===== src/slasm_pkg.sv =====
// ----------------------------------------------------------------------------
// slasm_pkg
// Shared constants and types for the serial line assembler.
// ----------------------------------------------------------------------------
`default_nettype none

package slasm_pkg;

    // default size of one line store bank, in bytes
    localparam int LINE_STORE_BYTES_DEF = 32;

    // byte and configuration widths
    localparam int BYTE_W = 8;
    localparam int CFG_W  = 8;

    // line terminators
    localparam logic [BYTE_W-1:0] CH_LF = 8'h0A;
    localparam logic [BYTE_W-1:0] CH_CR = 8'h0D;

    // reset value of the destination buffer size
    localparam logic [CFG_W-1:0] DEST_SIZE_RESET = 8'd32;

    // back end tells the front end that a bank is free again
    typedef struct packed {
        logic done;
        logic bank;
    } slasm_release_t;

endpackage

`default_nettype wire


===== src/serial_line_assembler_top.sv =====
// ----------------------------------------------------------------------------
// serial_line_assembler_top
// Collects received bytes into lines ended by CR or LF and delivers each
// line as a run of bytes with a last marker.
// ----------------------------------------------------------------------------
// Usage:
//   s_* channel takes one received byte per request. Bytes go into one of two
//   line store banks; CR or LF closes a non-empty line, an empty one is
//   dropped, and a byte arriving on a full line discards that line.
//   m_* channel delivers the closed line: bytes in order, cut at
//   cfg_wdata-1 bytes and before the first zero byte, m_last on the final
//   one; if nothing remains, one request with m_empty_line set.
//   The user must write the destination size register through cfg_we/cfg_wdata
//   only while the block is idle; the block does not enforce it. It resets to 32.
//   After a terminator the readout pops the queue; for each byte it then steps
//   through fetch (RAM read), load into the output register and send, and it
//   does not fetch the next byte until the current one is taken.
//   While the readout unit works on one bank, the input side keeps filling
//   the other; s_ready drops only when both banks hold lines not yet read
//   out. A stalled m_ready holds the output register and stalls the readout
//   only. Reset empties both banks and the queue; no clearing pass.
// ----------------------------------------------------------------------------
`default_nettype none

module serial_line_assembler_top import slasm_pkg::*; #(
    parameter int LINE_STORE_BYTES = LINE_STORE_BYTES_DEF
) (
    input  wire logic              aclk,
    input  wire logic              aresetn,
    // received byte channel
    input  wire logic              s_valid,
    output logic                   s_ready,
    input  wire logic [BYTE_W-1:0] s_rx_byte,
    // line byte channel
    output logic                   m_valid,
    input  wire logic              m_ready,
    output logic [BYTE_W-1:0]      m_line_byte,
    output logic                   m_last,
    output logic                   m_empty_line,
    // configuration
    input  wire logic              cfg_we,
    input  wire logic [CFG_W-1:0]  cfg_wdata
);

    localparam int AW = $clog2(LINE_STORE_BYTES);

    logic              st_wr_en;
    logic [AW:0]       st_wr_addr;
    logic [BYTE_W-1:0] st_wr_data;
    logic              st_rd_en;
    logic [AW:0]       st_rd_addr;
    logic [BYTE_W-1:0] st_rd_data;

    logic              cmd_push;
    logic [AW:0]       cmd_push_data;
    logic              cmd_pop;
    logic [AW:0]       cmd_pop_data;
    logic              cmd_full;
    logic              cmd_empty;

    slasm_release_t    bank_release;

    // input side
    slasm_front #(
        .LINE_STORE_BYTES(LINE_STORE_BYTES)
    ) u_front (
        .aclk       (aclk),
        .aresetn    (aresetn),
        .s_valid    (s_valid),
        .s_ready    (s_ready),
        .s_rx_byte  (s_rx_byte),
        .cfg_we     (cfg_we),
        .cfg_wdata  (cfg_wdata),
        .st_wr_en   (st_wr_en),
        .st_wr_addr (st_wr_addr),
        .st_wr_data (st_wr_data),
        .cmd_push   (cmd_push),
        .cmd_data   (cmd_push_data),
        .cmd_full   (cmd_full),
        .release_in (bank_release)
    );

    // two line store banks, each padded to a power of two so that the bank
    // bit sits on top of the byte address
    slasm_ram #(
        .WIDTH(BYTE_W),
        .DEPTH(2 << AW)
    ) u_store (
        .aclk    (aclk),
        .wr_en   (st_wr_en),
        .wr_addr (st_wr_addr),
        .wr_data (st_wr_data),
        .rd_en   (st_rd_en),
        .rd_addr (st_rd_addr),
        .rd_data (st_rd_data)
    );

    // closed-line queue
    slasm_fifo #(
        .WIDTH(AW + 1)
    ) u_queue (
        .aclk      (aclk),
        .aresetn   (aresetn),
        .push      (cmd_push),
        .push_data (cmd_push_data),
        .pop       (cmd_pop),
        .pop_data  (cmd_pop_data),
        .full      (cmd_full),
        .empty     (cmd_empty)
    );

    // readout side
    slasm_back #(
        .LINE_STORE_BYTES(LINE_STORE_BYTES)
    ) u_back (
        .aclk         (aclk),
        .aresetn      (aresetn),
        .cmd_pop      (cmd_pop),
        .cmd_data     (cmd_pop_data),
        .cmd_empty    (cmd_empty),
        .st_rd_en     (st_rd_en),
        .st_rd_addr   (st_rd_addr),
        .st_rd_data   (st_rd_data),
        .m_valid      (m_valid),
        .m_ready      (m_ready),
        .m_line_byte  (m_line_byte),
        .m_last       (m_last),
        .m_empty_line (m_empty_line),
        .release_out  (bank_release)
    );

endmodule

`default_nettype wire


===== src/slasm_ram.sv =====
// ----------------------------------------------------------------------------
// slasm_ram
// Generic single-write, single-read RAM with registered read data.
// ----------------------------------------------------------------------------
`default_nettype none

module slasm_ram #(
    parameter int WIDTH = 8,
    parameter int DEPTH = 64
) (
    input  wire logic                     aclk,
    input  wire logic                     wr_en,
    input  wire logic [$clog2(DEPTH)-1:0] wr_addr,
    input  wire logic [WIDTH-1:0]         wr_data,
    input  wire logic                     rd_en,
    input  wire logic [$clog2(DEPTH)-1:0] rd_addr,
    output logic      [WIDTH-1:0]         rd_data
);

    logic [WIDTH-1:0] mem [DEPTH];

    // write port
    always_ff @(posedge aclk) begin
        if (wr_en) begin
            mem[wr_addr] <= wr_data;
        end
    end

    // registered read port
    always_ff @(posedge aclk) begin
        if (rd_en) begin
            rd_data <= mem[rd_addr];
        end
    end

endmodule

`default_nettype wire


===== src/slasm_fifo.sv =====
// ----------------------------------------------------------------------------
// slasm_fifo
// Two-entry queue carrying completed line commands from front to back.
// ----------------------------------------------------------------------------
`default_nettype none

module slasm_fifo #(
    parameter int WIDTH = 6
) (
    input  wire logic             aclk,
    input  wire logic             aresetn,
    input  wire logic             push,
    input  wire logic [WIDTH-1:0] push_data,
    input  wire logic             pop,
    output logic      [WIDTH-1:0] pop_data,
    output logic                  full,
    output logic                  empty
);

    logic [WIDTH-1:0] entry_reg [2];
    logic             wr_ptr_reg, wr_ptr_next;
    logic             rd_ptr_reg, rd_ptr_next;
    logic [1:0]       count_reg, count_next;

    assign full     = (count_reg == 2'd2);
    assign empty    = (count_reg == 2'd0);
    assign pop_data = entry_reg[rd_ptr_reg];

    // pointer and count update
    always_comb begin
        wr_ptr_next = wr_ptr_reg;
        rd_ptr_next = rd_ptr_reg;
        count_next  = count_reg;
        if (push && !full) begin
            wr_ptr_next = ~wr_ptr_reg;
        end
        if (pop && !empty) begin
            rd_ptr_next = ~rd_ptr_reg;
        end
        case ({push && !full, pop && !empty})
            2'b10:   count_next = count_reg + 2'd1;
            2'b01:   count_next = count_reg - 2'd1;
            default: count_next = count_reg;
        endcase
    end

    always_ff @(posedge aclk) begin
        if (!aresetn) begin
            wr_ptr_reg <= 1'b0;
            rd_ptr_reg <= 1'b0;
            count_reg  <= 2'd0;
        end else begin
            wr_ptr_reg <= wr_ptr_next;
            rd_ptr_reg <= rd_ptr_next;
            count_reg  <= count_next;
        end
    end

    // entry storage
    always_ff @(posedge aclk) begin
        if (push && !full) begin
            entry_reg[wr_ptr_reg] <= push_data;
        end
    end

endmodule

`default_nettype wire


===== src/slasm_front.sv =====
// ----------------------------------------------------------------------------
// slasm_front
// Accepts received bytes, fills the current store bank and tracks the first
// zero byte; on a terminator closing a non-empty line it queues the bank with its delivery length.
// ----------------------------------------------------------------------------
`default_nettype none

module slasm_front import slasm_pkg::*; #(
    parameter int LINE_STORE_BYTES = LINE_STORE_BYTES_DEF
) (
    input  wire logic                                aclk,
    input  wire logic                                aresetn,
    // byte request channel
    input  wire logic                                s_valid,
    output logic                                     s_ready,
    input  wire logic [BYTE_W-1:0]                   s_rx_byte,
    // configuration
    input  wire logic                                cfg_we,
    input  wire logic [CFG_W-1:0]                    cfg_wdata,
    // store write port
    output logic                                     st_wr_en,
    output logic [$clog2(LINE_STORE_BYTES):0]        st_wr_addr,
    output logic [BYTE_W-1:0]                        st_wr_data,
    // command queue
    output logic                                     cmd_push,
    output logic [$clog2(LINE_STORE_BYTES):0]        cmd_data,
    input  wire logic                                cmd_full,
    // bank release from the back end
    input  wire slasm_release_t                      release_in
);

    localparam int AW = $clog2(LINE_STORE_BYTES);
    localparam int LW = CFG_W + 1;

    logic [AW-1:0]    fill_reg, fill_next;
    logic             zseen_reg, zseen_next;
    logic [AW-1:0]    zpos_reg, zpos_next;
    logic             bank_reg, bank_next;
    logic [1:0]       busy_reg, busy_next;
    logic [CFG_W-1:0] dest_reg;

    logic             accept;
    logic             is_term;
    logic             store_full;
    logic [AW-1:0]    run_base;
    logic [CFG_W-1:0] limit;
    logic [AW-1:0]    run_len;

    assign s_ready    = !busy_reg[bank_reg] && !cmd_full;
    assign accept     = s_valid && s_ready;
    assign is_term    = (s_rx_byte == CH_LF) || (s_rx_byte == CH_CR);
    assign store_full = (fill_reg == AW'(LINE_STORE_BYTES - 1));

    // delivery length: stored bytes up to the first zero, capped by the limit
    assign run_base = zseen_reg ? zpos_reg : fill_reg;
    assign limit    = dest_reg - CFG_W'(1);
    assign run_len  = (LW'(run_base) < LW'(limit)) ? run_base : limit[AW-1:0];

    // store write and command push
    assign st_wr_en   = accept && !is_term && !store_full;
    assign st_wr_addr = {bank_reg, fill_reg};
    assign st_wr_data = s_rx_byte;
    assign cmd_push   = accept && is_term && (fill_reg != '0);
    assign cmd_data   = {bank_reg, run_len};

    // line tracking
    always_comb begin
        fill_next  = fill_reg;
        zseen_next = zseen_reg;
        zpos_next  = zpos_reg;
        bank_next  = bank_reg;
        busy_next  = busy_reg;
        if (release_in.done) begin
            busy_next[release_in.bank] = 1'b0;
        end
        if (accept) begin
            if (is_term || store_full) begin
                fill_next  = '0;
                zseen_next = 1'b0;
            end else begin
                fill_next = fill_reg + AW'(1);
                if (s_rx_byte == '0 && !zseen_reg) begin
                    zseen_next = 1'b1;
                    zpos_next  = fill_reg;
                end
            end
        end
        if (cmd_push) begin
            busy_next[bank_reg] = 1'b1;
            bank_next           = ~bank_reg;
        end
    end

    always_ff @(posedge aclk) begin
        if (!aresetn) begin
            fill_reg  <= '0;
            zseen_reg <= 1'b0;
            bank_reg  <= 1'b0;
            busy_reg  <= 2'b00;
        end else begin
            fill_reg  <= fill_next;
            zseen_reg <= zseen_next;
            bank_reg  <= bank_next;
            busy_reg  <= busy_next;
        end
    end

    always_ff @(posedge aclk) begin
        zpos_reg <= zpos_next;
    end

    // destination size register
    always_ff @(posedge aclk) begin
        if (!aresetn) begin
            dest_reg <= DEST_SIZE_RESET;
        end else if (cfg_we) begin
            dest_reg <= cfg_wdata;
        end
    end

endmodule

`default_nettype wire


===== src/slasm_back.sv =====
// ----------------------------------------------------------------------------
// slasm_back
// Takes queued line commands and reads the bank out one byte at a time into
// the output register, marking the last byte or an empty line.
// ----------------------------------------------------------------------------
`default_nettype none

module slasm_back import slasm_pkg::*; #(
    parameter int LINE_STORE_BYTES = LINE_STORE_BYTES_DEF
) (
    input  wire logic                                aclk,
    input  wire logic                                aresetn,
    // command queue
    output logic                                     cmd_pop,
    input  wire logic [$clog2(LINE_STORE_BYTES):0]   cmd_data,
    input  wire logic                                cmd_empty,
    // store read port
    output logic                                     st_rd_en,
    output logic [$clog2(LINE_STORE_BYTES):0]        st_rd_addr,
    input  wire logic [BYTE_W-1:0]                   st_rd_data,
    // result request channel
    output logic                                     m_valid,
    input  wire logic                                m_ready,
    output logic [BYTE_W-1:0]                        m_line_byte,
    output logic                                     m_last,
    output logic                                     m_empty_line,
    // bank release to the front end
    output slasm_release_t                           release_out
);

    localparam int AW = $clog2(LINE_STORE_BYTES);

    typedef enum logic [3:0] {
        ST_IDLE  = 4'b0001,
        ST_FETCH = 4'b0010,
        ST_LOAD  = 4'b0100,
        ST_SEND  = 4'b1000
    } back_state_t;

    back_state_t       state_reg, state_next;
    logic              bank_reg, bank_next;
    logic [AW-1:0]     cnt_reg, cnt_next;
    logic [AW-1:0]     idx_reg, idx_next;
    logic              valid_reg, valid_next;
    logic [BYTE_W-1:0] byte_reg, byte_next;
    logic              last_reg, last_next;
    logic              empty_reg, empty_next;

    assign cmd_pop    = (state_reg == ST_IDLE) && !cmd_empty;
    assign st_rd_en   = (state_reg == ST_FETCH);
    assign st_rd_addr = {bank_reg, idx_reg};

    assign m_valid      = valid_reg;
    assign m_line_byte  = byte_reg;
    assign m_last       = last_reg;
    assign m_empty_line = empty_reg;

    assign release_out.done = (state_reg == ST_SEND) && m_ready && last_reg;
    assign release_out.bank = bank_reg;

    // readout sequencer
    always_comb begin
        state_next = state_reg;
        bank_next  = bank_reg;
        cnt_next   = cnt_reg;
        idx_next   = idx_reg;
        valid_next = valid_reg;
        byte_next  = byte_reg;
        last_next  = last_reg;
        empty_next = empty_reg;
        case (state_reg)
            ST_IDLE: begin
                if (!cmd_empty) begin
                    bank_next = cmd_data[AW];
                    cnt_next  = cmd_data[AW-1:0];
                    idx_next  = '0;
                    if (cmd_data[AW-1:0] == '0) begin
                        // nothing left after the cut: report an empty line
                        valid_next = 1'b1;
                        byte_next  = '0;
                        last_next  = 1'b1;
                        empty_next = 1'b1;
                        state_next = ST_SEND;
                    end else begin
                        state_next = ST_FETCH;
                    end
                end
            end
            ST_FETCH: begin
                state_next = ST_LOAD;
            end
            ST_LOAD: begin
                valid_next = 1'b1;
                byte_next  = st_rd_data;
                last_next  = (idx_reg == cnt_reg - AW'(1));
                empty_next = 1'b0;
                state_next = ST_SEND;
            end
            ST_SEND: begin
                if (m_ready) begin
                    valid_next = 1'b0;
                    if (last_reg) begin
                        state_next = ST_IDLE;
                    end else begin
                        idx_next   = idx_reg + AW'(1);
                        state_next = ST_FETCH;
                    end
                end
            end
            default: begin
                state_next = ST_IDLE;
                valid_next = 1'b0;
            end
        endcase
    end

    always_ff @(posedge aclk) begin
        if (!aresetn) begin
            state_reg <= ST_IDLE;
            valid_reg <= 1'b0;
        end else begin
            state_reg <= state_next;
            valid_reg <= valid_next;
        end
    end

    always_ff @(posedge aclk) begin
        bank_reg  <= bank_next;
        cnt_reg   <= cnt_next;
        idx_reg   <= idx_next;
        byte_reg  <= byte_next;
        last_reg  <= last_next;
        empty_reg <= empty_next;
    end

endmodule

`default_nettype wire


===== config.mk =====
export PLATFORM = sky130hd
export DESIGN_NAME = serial_line_assembler_top
export DESIGN_NICKNAME = d
export VERILOG_FILES = /design/src/slasm_pkg.sv /design/src/serial_line_assembler_top.sv /design/src/slasm_ram.sv /design/src/slasm_fifo.sv /design/src/slasm_front.sv /design/src/slasm_back.sv
export SDC_FILE = /design/constraint.sdc
export NUM_CORES = 1
export LEC_CHECK = 0
export ABC_AREA = 1
export BUFFER_PORTS_ARGS = -buffer_cell sky130_fd_sc_hd__buf_2
export CAP_MARGIN = 20
export CORE_MARGIN = 10
export CORE_UTILIZATION = 40
export DETAILED_ROUTE_END_ITERATION = 8
export GPL_TIMING_DRIVEN = 1
export PLACE_DENSITY_LB_ADDON = 0.08
export SKIP_CTS_REPAIR_TIMING = 1
export SLEW_MARGIN = 20
export SYNTH_ARGS = -nofsm -noshare
export SYNTH_HDL_FRONTEND = slang
export SYNTH_HIERARCHICAL = 1
export SYNTH_SLANG_ARGS = --single-unit
export TNS_END_PERCENT = 10

===== constraint.sdc =====
create_clock -name aclk -period 3.2 [get_ports aclk]
set_clock_uncertainty 0.05 [all_clocks]
set_input_delay 0 -clock aclk [delete_from_list [all_inputs] [get_ports aclk]]
set_output_delay 0 -clock aclk [all_outputs]
set_load 0.01 [all_outputs]

== Word-level counts from Yosys, hierarchy flattened ==
Memories as Yosys holds them, arrays and structs flattened. A register that Yosys moved wholly into a read port is not among the register bits.
Cells that the tools add are included.
Widths: inputs -> output; s select.
Word-level totals
  register bits after elaboration: 52
  latch bits: 0
  memory bits (writable): 524
  memory bits (read-only): 0
  output and inout port bits: 12
  word-level logic and storage cells: 129
  memories: 2
Cells by class
  add/subtract/negate cells: 6
  multiply operators: 0
  div/mod/pow operators: 0
  magnitude comparators: 5
  equality and inequality tests: 15
  shifts and indexed selects: 0
  multiplexer cells: 38
  bitwise gates (word level): 9
  reductions and logical operators: 37
Memory list
  u_store.mem: depth 64, width 8, read ports 1, clocked after Yosys merged registers in 1, write ports 1, RTL line slasm_ram.sv:20  | logic [WIDTH-1:0] mem [DEPTH];
  u_queue.entry_reg: depth 2, width 6, read ports 1, clocked after Yosys merged registers in 1, write ports 1, RTL line slasm_fifo.sv:20  | logic [WIDTH-1:0] entry_reg [2];
Operators with widths (number)
  $mux 5: 6
  $eq 8x4->1 const B: 2
  $mux 8: 2
  $pmux 4 s4: 1
  $pmux 8 s2: 1
  $mux 1: 15
  $logic_and 1x1->1: 14
  $mux 4: 3
  $add 5x1->5 const B: 2
  $pmux 5 s2: 1
  $logic_not 8->1: 1
  $lt 5x8->1: 1
  $ne 2x2->1 const B: 4
  $reduce_and 4->1: 2
  $reduce_bool 2->1: 4
  $sub 8x1->8 const B: 1
  $logic_not 1->1: 6
  $mux 2: 3
  $not 1->1: 6
  $reduce_and 2->1: 3
  $reduce_and 3->1: 2
  $eq 5x5->1: 1
  $eq 5x5->1 const B: 1
  $logic_not 5->1: 1
  other kinds (21): 27

== Logic depth before layout (Yosys ltp) ==
  depth after elaboration: 10
  mapped depth: 14
  gate-level depth less buffers: 14

== Modules after synthesis ==
Netlist, hierarchy kept.
By module, submodules not included
  slasm_ram: times used 1, cells an instance 1805, area an instance 21419.3 um^2, sequential area each 15615.0 um^2
  slasm_front: times used 1, cells an instance 207, area an instance 1465.2 um^2, sequential area each 490.5 um^2
  slasm_back: times used 1, cells an instance 139, area an instance 1323.8 um^2, sequential area each 730.7 um^2
  slasm_fifo: times used 1, cells an instance 59, area an instance 696.9 um^2, sequential area each 460.4 um^2

== Least setup slack after synthesis ==
Ideal clock, no wire load.
  path kind: register to register
  start point: register u_front.fill_reg[0]
  end point: memory u_store.mem[48][0], enable pin
  setup time: 0.395 ns
  arrival time: 2.430 ns
  data required time: 2.755 ns
  slack: 0.325 ns
  stages on the path, launching flop included: 11
  cell sequence: dfxtp_1 -> ha_1 -> inv_1 -> nor3_1 -> ha_1 -> inv_1 -> nand2_1 -> nor2_4 -> clkbuf_1 -> nand4_1 -> nor4_1
Between the ends
  word-level cells in the longest chain between the ends: 5
RTL lines
  from (decl): RTL line slasm_front.sv:35  | logic [AW-1:0] fill_reg, fill_next;
  from (signal assigned): RTL line slasm_front.sv:101  | fill_reg <= fill_next;
  $eq 5x5->1: RTL line slasm_front.sv:52  | assign store_full = (fill_reg == AW'(LINE_STORE_BYTES - 1));
  $logic_not 1->1: RTL line slasm_front.sv:60  | assign st_wr_en = accept && !is_term && !store_full;
  $logic_and 1x1->1: RTL line slasm_front.sv:60
  via st_wr_en: RTL line serial_line_assembler_top.sv:47  | logic st_wr_en;
  $mux 1: RTL line slasm_ram.sv:24  | if (wr_en) begin
  $mux 1 (not written as such): RTL line slasm_ram.sv:25  | mem[wr_addr] <= wr_data;
  to (decl): RTL line slasm_ram.sv:20
The timed path passes the listed nets, and every way through them passes these cells.

== Worst setup path in the final report ==
  start point: input s_rx_byte[5]
  end point: memory u_queue.entry_reg[0][5], enable pin
Between the ends
  word-level cells in the longest chain between the ends: 7
RTL lines
  from (decl): RTL line serial_line_assembler_top.sv:33  | input wire logic [BYTE_W-1:0] s_rx_byte,
  $eq 8x4->1: RTL line slasm_front.sv:51  | assign is_term = (s_rx_byte == CH_LF) || (s_rx_byte == CH_CR);
  $logic_or 1x1->1 (*): RTL line slasm_front.sv:51
  $logic_and 1x1->1 (*) (2 in series): RTL line slasm_front.sv:63  | assign cmd_push = accept && is_term && (fill_reg != '0);
  via cmd_push: RTL line serial_line_assembler_top.sv:54  | logic cmd_push;
  $logic_and 1x1->1 (*): RTL line slasm_fifo.sv:61  | if (push && !full) begin
  $mux 1 (*): RTL line slasm_fifo.sv:61
  $mux 1 (not written as such) (*): RTL line slasm_fifo.sv:62  | entry_reg[wr_ptr_reg] <= push_data;
  to (decl): RTL line slasm_fifo.sv:20
Mark *: on every way through the listed nets, which the timed path passes. The rest lies on a longest branch.

==> metrics.txt <==
critical path class input port to flip-flop; H-tree depth 3; # fillers 5775; Synth area leader edfxtp_1; CP Max Fanout 6; period utilization about nine tenths; Clock Sink Count 585; Seq/Total Area, Yosys 69.4%; share of cells above drive strength 1 11.6%; post-synthesis mux area share less than 1%; Synth Area in Compound Gates less than 1%; CTS Buffer Depth 3; DR vias/cell 5.10; area growth from synthesis to layout 14.4%; r2r worst-path depth 10; Peak VDD IR 437 uV; max reg flops 512; Final Slew Violations 0; Worst EP required 3.39 ns; max incr delay on CP about 0.64 ns; CTS tree yes; GRT Total Usage between 10% and 20%; final hold slack approximately 0.07 ns; antenna cells 0; initial antenna violation count 0; HP Class input port to flip-flop; PnR worst setup slack 0.265 ns; Ys Warns 6; Clk Latency, worst-skew pair between 0.6 and 0.7 ns; number of port buffers 32; DRC viols 0; Mapped Cells 2210; nets ~2400; Power Density 709 nW/um2; Fin. Hold Viols 0; Rel. slew slack between 30% and 40%; Synth Area in Simple Gates 23.6%; post-route ant nets 0; drt wl/cell 20.6 um; Leak around 11 nW; post-synthesis adder-cell area fraction less than 1%; # setup viols final 0; GRT overflow 0; Critical Path AT approximately 3.1 ns; CP cell instances dlygate4sd3_1 -> buf_2 -> nor2_1 -> dlygate4sd3_1 -> nand2_1 -> inv_1 -> nand3_1 -> dlygate4sd3_1 -> nor3_4 -> inv_1 -> nor2_2 -> inv_1 -> nor2_1; RSZ-0062 raised after global routing no; Starting Density 40.4%; Clock Pin Slew Worst Setup and Hold Paths ~0.06 ns; startpoint types input port; first-pass GRT wire length about 100 mm; post-layout util a little under half; clock buffer count from CTS between 60 and 70; gpl congestion about 0.81; Clock Tree Root clkbuf_16; Post-Syn Area around 25000 um2; vias in the first global route 16003; total number of vias 16333; Yosys cell types 36; num rows between 90 and 100; DRT Pass-1 Iters 5; XOR/XNOR Fraction of Synth Area less than 1%; io pins 33; die area ~73000 um2; register area ~17000 um2; Initial DRC Count around 1500; outcome complete, no violations; area of the multi-input gates between 6000 and 7000 um2; Slew @ Worst Pin roughly 1.0 ns; syn avg cell area 11.3 um2; pre-CTS WS just over 0.5 ns; cell count of the worst hold path 7; Fin Setup TNS 0 ns; synth top area cells edfxtp_1 (67%), nand2_1 (11%), nand3_1 (9.3%), dfxtp_1 (2.2%), nor2_1 (1.8%); Cell Count, Final, Fillers Out 3205; crit path time final around 3 ns; Max Freq between 300 and 400 MHz; #FFs+latches synth roughly 590; Core ar. a little over 60000 um2; Post-DP HPWL between 30 and 40 mm; Die Ht around 270 um; synthesized net count 2242; drt total wl between 60 and 70 mm; die extent in x roughly 270 um; post-synth top area share just under 70%; largest net degree at the start of global routing 132; CP max-delay cell dlygate4sd3_1; endpoint type of the worst setup path flip-flop; combinational family with the most area after synthesis simple AND/OR/NAND/NOR gates; Max-Cap Viols 0; Placed Cells incl. Taps 3053
==> worst max-delay path, delay by kind of cell <==
| kind | cells | cell delay (ns) |
|---|---|---|
| buffers and inverters | 7 | 2.08 |
| and+or+nand+nor | 6 | 1.05 |
==> layout by cell type, fill, tap and decap left out, types with 3 or more instances in the layout <==
master	n
inv_2	8
o21ai_0	16
clkbuf_16	67
dfxtp_1	27
nor2_1	118
buf_12	10
clkinv_1	15
nand2_2	10
buf_2	32
nor2_4	5
nand2_1	714
buf_4	93
bufinv_16	4
nand3_2	4
inv_6	6
edfxtp_1	558
nand3_1	464
dlygate4sd3_1	34
nand4_1	13
a21oi_1	12
xnor2_1	7
nor2_2	9
clkbuf_1	15
nor4_1	9
clkinv_2	7
ha_1	11
mux2_2	6
nand2_4	3
inv_1	66
xor2_1	6
==> final cells by class <==
type                       count  share of cell area (%)
sequential                   585                    60.7
multi-input combinational   1419                    22.4
clock buffer                  83                    6.13
timing repair buffer         169                    4.91
tap                          837                    3.68
clock inverter                35                    1.06
inverter                      77                    1.06
==> per-stage QoR <==
step | total power [mW] | instance area [um2]
3_5_place_dp | 13.2 | 26100
6_report | 20.2 | 28500
4_1_cts | 20.4 | 28100
3_3_place_gp | 13.1 | 26100
5_1_grt | 21.2 | 28500
2_1_floorplan | 11.9 | 24900
==> per-layer routing <==
| metal | share of wire [%] | wire [um] | track usage (%) |
|---|---|---|---|
| met1 | 46 | 30100 | 24.5 |
| met2 | 47 | 31300 | 28.8 |
| met3 | 4.6 | 3040 | 2.73 |
| met4 | 2.2 | 1430 | 5.07 |
| met5 | 0 | 0 | 0 |
==> logic make-up (layout without fill, tap and decap cells) <==
logic type      count (synthesis)  after routing
simple gates                 1353           1353
compound gates                 36             36
mux                             6              6
fa+ha+maj                      11             11
xor+xnor                       13             13
buf+inv                       206            364
flops                         585            585
==> cell usage after synthesis (all sizes together) <==
master	count
nand3	468
xnor2	7
o21a	1
buf	112
o21ai	19
mux2	6
o21bai	2
xor2	6
dfxtp	27
inv	77
clkbuf	17
a21oi	14
nand3b	1
nor2	132
nor4	9
nor3	3
nand4	13
nand2	727
edfxtp	558
ha	11
==> final timing paths <==
check | endpoint | from | slack, ns
max reg2reg | u_store/mem[49][5] | u_front/fill_reg[2] | 0.50
min reg2reg | u_front/busy_reg[1] | u_front/busy_reg[1] | 0.42
min | u_front/fill_reg[2] | s_rx_byte[0] | 0.07
max | u_queue/entry_reg[0][5] | s_rx_byte[5] | 0.26
==> where the power goes <==
group | internal [mW] | leakage, nW | switching [mW]
combinational | 1.26 | 4.28 | 3.22
sequential | 8.47 | 5.25 | 0.0433
clock | 4.21 | 0.994 | 3.00
total | 13.9 | 10.5 | 6.27
(Power assumes the default switching activity.)
